## src/design/fspa_pkg.sv

```systemverilog
// ----------------------------------------------------------------------------
// fspa_pkg: shared definitions for the fixed slot pool allocator
// Field widths, register indexes, operation and status codes, and the
// command/status bundles between controller and datapath.
// ----------------------------------------------------------------------------
package fspa_pkg;

	// Fixed field widths
	localparam int OP_W        = 2;
	localparam int ADDR_W      = 32;
	localparam int OUT_IDX_W   = 10;
	localparam int ST_W        = 2;
	localparam int USE_W       = 11;
	localparam int CFG_W       = 32;
	localparam int REG_IDX_W   = 2;
	localparam int BASE_W      = 32;
	localparam int STRIDE_W    = 16;
	localparam int CAP_W       = 11;

	// Defaults and reset values
	localparam int MAX_SLOTS_DEF = 1024;
	localparam int ADDR_BITS_DEF = 32;
	localparam int STRIDE_RESET  = 16;
	localparam int CAP_RESET     = 1024;

	typedef enum logic [OP_W-1:0] {
		OP_ALLOC = 2'd0,
		OP_FREE  = 2'd1,
		OP_QUERY = 2'd2
	} op_t;

	typedef enum logic [ST_W-1:0] {
		ST_OK    = 2'd0,
		ST_OOM   = 2'd1,
		ST_RANGE = 2'd2,
		ST_FULL  = 2'd3
	} st_t;

	typedef enum logic [REG_IDX_W-1:0] {
		REG_BASE     = 2'd0,
		REG_STRIDE   = 2'd1,
		REG_CAPACITY = 2'd2
	} reg_t;

	// Controller to datapath
	typedef struct packed {
		logic load;      // latch item, clear result, prime divider
		logic pop;       // pop the free stack
		logic oom;       // mark out of memory
		logic pick;      // select popped index
		logic mul;       // index times stride
		logic add;       // add base
		logic div_step;  // one quotient bit
		logic settle;    // range/full check, push on free
		logic emit;      // load output register
	} fspa_cmd_t;

	// Datapath to controller
	typedef struct packed {
		op_t  op;
		logic is_null;
		logic empty;
		logic div_last;
	} fspa_sts_t;

endpackage

```

## src/design/fspa_ctrl.sv

```systemverilog
// ----------------------------------------------------------------------------
// fspa_ctrl: allocator sequencer
// Steps each request through pop, address build or division and check,
// and owns the response valid flag.
// ----------------------------------------------------------------------------
module fspa_ctrl (
	input  logic               clk,
	input  logic               arst_n,
	input  logic               in_valid,
	output logic               in_ready,
	output logic               out_valid,
	input  logic               out_ready,
	input  fspa_pkg::fspa_sts_t sts,
	output fspa_pkg::fspa_cmd_t cmd
);
	import fspa_pkg::*;

	typedef enum logic [2:0] {
		S_IDLE,
		S_DISPATCH,
		S_PICK,
		S_MUL,
		S_ADD,
		S_DIV,
		S_SETTLE,
		S_DONE
	} state_t;

	state_t state_q, state_d;
	logic   out_valid_q;
	logic   emit_ok;

	assign emit_ok   = !out_valid_q || out_ready;
	assign in_ready  = (state_q == S_IDLE);
	assign out_valid = out_valid_q;

	always_comb begin
		cmd     = '0;
		state_d = state_q;
		case (state_q)
			S_IDLE: begin
				if (in_valid) begin
					cmd.load = 1'b1;
					state_d  = S_DISPATCH;
				end
			end
			S_DISPATCH: begin
				case (sts.op)
					OP_ALLOC: begin
						if (sts.empty) begin
							cmd.oom = 1'b1;
							state_d = S_DONE;
						end else begin
							cmd.pop = 1'b1;
							state_d = S_PICK;
						end
					end
					OP_FREE:  state_d = sts.is_null ? S_DONE : S_DIV;
					OP_QUERY: state_d = S_DIV;
					default:  state_d = S_DONE;
				endcase
			end
			S_PICK: begin
				cmd.pick = 1'b1;
				state_d  = S_MUL;
			end
			S_MUL: begin
				cmd.mul = 1'b1;
				state_d = S_ADD;
			end
			S_ADD: begin
				cmd.add = 1'b1;
				state_d = S_DONE;
			end
			S_DIV: begin
				cmd.div_step = 1'b1;
				if (sts.div_last) begin
					state_d = S_SETTLE;
				end
			end
			S_SETTLE: begin
				cmd.settle = 1'b1;
				state_d    = S_DONE;
			end
			S_DONE: begin
				if (emit_ok) begin
					cmd.emit = 1'b1;
					state_d  = S_IDLE;
				end
			end
			default: state_d = S_IDLE;
		endcase
	end

	always_ff @(posedge clk or negedge arst_n) begin
		if (!arst_n) begin
			state_q     <= S_IDLE;
			out_valid_q <= 1'b0;
		end else begin
			state_q <= state_d;
			if (cmd.emit) begin
				out_valid_q <= 1'b1;
			end else if (out_ready) begin
				out_valid_q <= 1'b0;
			end
		end
	end

endmodule

```

## config.mk

```make
export PLATFORM = sky130hd
export DESIGN_NAME = fspa_ctrl
export DESIGN_NICKNAME = d
export VERILOG_FILES = /design/src/design/fspa_pkg.sv /design/src/design/fspa_ctrl.sv
export SDC_FILE = /design/constraint.sdc
export NUM_CORES = 1
export LEC_CHECK = 0
export BUFFER_PORTS_ARGS = -buffer_cell sky130_fd_sc_hd__clkbuf_2
export CAP_MARGIN = 40
export CORE_AREA = 4 4 41 43
export DETAILED_ROUTE_END_ITERATION = 8
export DIE_AREA = 0 0 45 47
export GPL_TIMING_DRIVEN = 0
export SYNTH_ARGS = -nofsm -noshare
export SYNTH_HDL_FRONTEND = slang
export SYNTH_SLANG_ARGS = --single-unit
export TNS_END_PERCENT = 1
```

## constraint.sdc

```tcl
create_clock -name clk -period 1.2 [get_ports clk]
set_input_delay 0.3 -clock clk [delete_from_list [all_inputs] [get_ports clk]]
set_output_delay 0.3 -clock clk [all_outputs]
set_load 0.01 [all_outputs]
```

# --- Word level (Yosys, flattened, before mapping) ---
# Cells that the tools add are included.
totals:
  latch_bits: 0
  regBits: 4
  n_memories: 0
  mem_bits_rw: 0
  romBits: 0
  output_inout_bits: 11
  elab_cells: 43
  in_bits: 9
classes:
  eq_ne: 12
  n_lt_le_gt_ge: 0
  div: 0
  mul: 0
  shift: 0
  muxes: 22
  add_sub_neg: 0
  n_reduce_logical: 7
  n_bitwise: 0
ops:
  columns: ["op", "count"]
  rows:
  - ["case mux 3 bit (7 select lines)", 1]
  - ["2-to-1 mux 1 bit", 13]
  - ["equality test 3 bit, second input constant", 4]
  - ["2-to-1 mux 3 bit", 4]
  - ["case mux 3 bit (3 select lines)", 1]
  - ["equality test 3 x 2 -> 1 bit, second input constant", 2]
  - ["2-to-1 mux 2 bit", 3]
  - ["inequality test 2 bit, second input constant", 3]
  - ["equality test 3 x 1 -> 1 bit, second input constant", 1]
  - ["logical NOT 3 bit", 1]
  - ["AND reduction 3 bit", 1]
  - ["equality test 2 x 1 -> 1 bit, second input constant", 1]
  - ["equality test 2 bit, second input constant", 1]
  - ["logical NOT 2 bit", 1]
  - ["nonzero test 2 bit", 1]
  - ["OR reduction 2 bit", 1]
  - ["logical NOT 1 bit", 1]
  - ["logical OR 1 bit", 1]

# --- Depth between registers and ports, before layout ---
depth:
  depth_word: 5
  mapped_depth: 5

# --- Worst setup path after synthesis ---
# OpenSTA, ideal clock, no wires.
synth_timing:
  path_type: "register to output"
  startpoint: "register state_q[2]"
  endpoint: "output cmd[8] (netlist bit)"
  t_required_ps: 900
  arrival_time_ps: 1082
  stages_incl_launch_ff: 4
  setup_slack_ps: -182
  cell_sequence: "dfrtp_1 -> buf_2 -> nor3_1 -> and2_1"
synth_lines:
  columns: ["item", "line_no", "rtl"]
  rows:
  - ["from (decl)", "fspa_ctrl.sv:29", "state_t state_q, state_d;"]
  - ["from (signal assigned)", "fspa_ctrl.sv:100", "state_q <= state_d;"]
  - ["to (decl)", "fspa_ctrl.sv:14", "output fspa_pkg::fspa_cmd_t cmd"]

==> qor.txt <==
overall routed net length: 905 um
clk_lat worst skew: 0.23 ns
required time of the worst setup path: 0.90 ns
antenna violations before repair: 0
Peak Freq: 684.5 MHz
proportion of power drawn by combinational gates: 69.5%
Peak VDD IR: 0.001184 V
Starting Density: 27.79%
placed inst area: 486.7 um^2
cell family contributing the most delay on the critical path: flip-flops
WHS: 0.3069 ns
Syn Inst Count: 49
Die W: 45 um
first-pass GRT wire length: 1455 um
Pleak: 0.3291 nW
H-tree depth: 1
Arr. time, crit path: 1.16 ns
Site Rows: 13
Die H: 47 um
unrepaired setup endpoints after global routing: yes
first drt pass iteration count: 1
Net Switching: 599.5 uW
Vias/cell: 4.554
register area share after synthesis: 27.68%
PD cells: 2282 mW/mm^2
Final min period: 1.461 ns
Final Cell Area: 601.8 um^2
placed wire-length estimate: 721.9 um
internal power: 774.0 uW
Routed Antenna Nets: 0
# diodes: 0
P&R area growth vs syn: 66.44%
Avg Synthesized Cell Area: 7.380 um^2
Sw Ratio: 43.65%
CP Cell Sequence: buf_6 > nor3_4 > and2_1 > buf_2
clk buf depth: 2
area of the core: 0.001301 mm^2
Worst Max-Slew Pin Slew: 0.2269 ns
Sink Count: 4
post-route worst setup slack: -0.2609 ns
CP Depth: 4
type of origin of the critical path: register
overall global routing resource usage: 9.746%
clk_skew: 0.0009637 ns
status: complete, but fails checks
DIE AREA: 0.002115 mm^2
port bufs: 19
overall power: 1.374 mW
Num CTS Buffers: 3
critical path peak fanout: 2
Yosys cell types: 21
Post-Place Worst Slack: -0.1965 ns
drt initial violations: 0
residual DRC count: 0
commonest non-fill, non-tap cell in the layout: clkbuf_2
path category of the worst min-delay check: in -> reg
Flop pwr share: 19.0%
final hold viol count: 0
final setup violation count: 11
WL/cell: 9.837 um
Max-Cap Viols: 0
Final #Nets: 91
final worst-path cycle share: 121.7%
Setup crit end kind: primary output
vias in the first global route: 363
fraction of layout cells with a size suffix above 1: 49.35%
synth warn: 0
Synth Register Bits: 4
fillcell total: 150
via count: 419
worst reg-to-reg path cell count: 5
Slew Limit Fails: 0
CP bufs+invs: 2
total grt overflow: 0
setup slack on the worst flop-to-flop path: -0.12 ns
max incr delay on CP: 0.39 ns
CTS clk-pin slew, worst paths: 0.03 ns
post-layout util: 46.25%
highest-delay cell along the critical path: dfrtp_1
num ports: 20
syn nets: 61
post-synth design cell area: 361.6 um^2
Clock Tree Root: clkbuf_4
GPL Wtd Cong: 0.7041
slew margin rel.: 84.78%
pin count of the biggest net entering global routing: 11
Hold Path Stages: 2
CTS tree: done
failing checks: setup timing
Worst Setup Path Type: reg -> out
clock group share of total power: 11.4%
most frequent cells in the layout: clkbuf_2 (10), buf_2 (9), inv_1 (5), nor2_1 (5)
[cell families after synthesis]
family / Yosys count / synth area share [%]
AO/OA/AOI/OAI: 11 / 19.38
adder cells (fa/ha/maj): 3 / 10.38
buffers and inverters: 9 / 12.80
flip-flops: 4 / 27.68
AND/OR/NAND/NOR: 22 / 29.76
[layout make-up]
type	instances	area (um^2)	share of cell area [%]
Inverter	6	25.02	4.158
Buffer	3	33.78	5.613
Multi-Input combinational cell	36	255.2	42.41
Timing Repair Buffer	25	146.4	24.32
Clock buffer	3	22.52	3.742
Tap cell	15	18.77	3.119
Sequential cell	4	100.1	16.63
[registers in the layout, indices dropped and copies added, names as in the netlist]
name       flops
state_q        3
out_valid      1
[routing by layer]
metal	share of wire [%]	GRT usage [%]	wire length (um)
met2	50	14.97	450
met5	0	0	0
met3	4.5	2.299	41
met4	0	7.018	0
met1	46	11.93	413
[cell usage after synthesis]
library cell	n	share of area [%]
nor2_1	8	8.3
buf_2	1	1.4
and3b_1	2	4.8
nor3_1	2	2.8
a21oi_1	3	4.2
dfrtp_1	4	28
ha_1	3	10
buf_6	1	3.1
and2_1	2	3.5
o211ai_1	1	2.1
o21ai_0	4	5.5
inv_1	5	5.2
inv_2	1	1.0
a211oi_1	1	2.1
or3_1	1	1.7
nand3_1	2	2.8
buf_4	1	2.1
nand2_1	4	4.2
a2111o_1	1	3.1
o31a_1	1	2.4
and3_1	1	1.7
[path summary, 6_finish.rpt]
kind / from / endpoint
worst min-delay path: out_ready / out_valid
max in group asynchronous: arst_n / state_q[2]
worst max register to register: state_q[1] / state_q[0]
min in group asynchronous: arst_n / state_q[1]
worst min register to register: out_valid / out_valid
worst max-delay path: state_q[1] / cmd[8]
[power groups by stage]
| stage | logic [mW] | registers, mW | clock network [mW] |
|---|---|---|---|
| final | 0.955 | 0.262 | 0.157 |
| after floorplan | 0.481 | 0.271 | 0 |
| after global placement | 0.684 | 0.276 | 0 |
| after detailed placement | 0.690 | 0.281 | 0 |
| after global routing | 1.06 | 0.271 | 0.175 |
| after CTS | 0.861 | 0.261 | 0.165 |
[through the flow]
stage	TNS [ns]	cells
floorplan	-0.08144	49
detailed placement	-1.230	83
global route	-3.102	92
finish	-2.293	92
CTS	-2.203	90
global placement	-1.076	83
[timing repair]
action / in CTS / in global routing
gates resized for setup: 7 / 15
endpoints found under the hold margin: 4 / 0
setup buffers: 3 / 2
hold buffers: 1 / 0
pin swaps: 2 / 4
endpoints found under the setup margin: 10 / 12
[worst register-to-register path: cells and delay by family, from the launching register on]
kind            cells  cell delay, ns
simple gates        1            0.36
compound gates      2            0.20
buf+inv             2            0.26
flops               1            0.39
No activity file was read; power rests on OpenSTA's default activity.
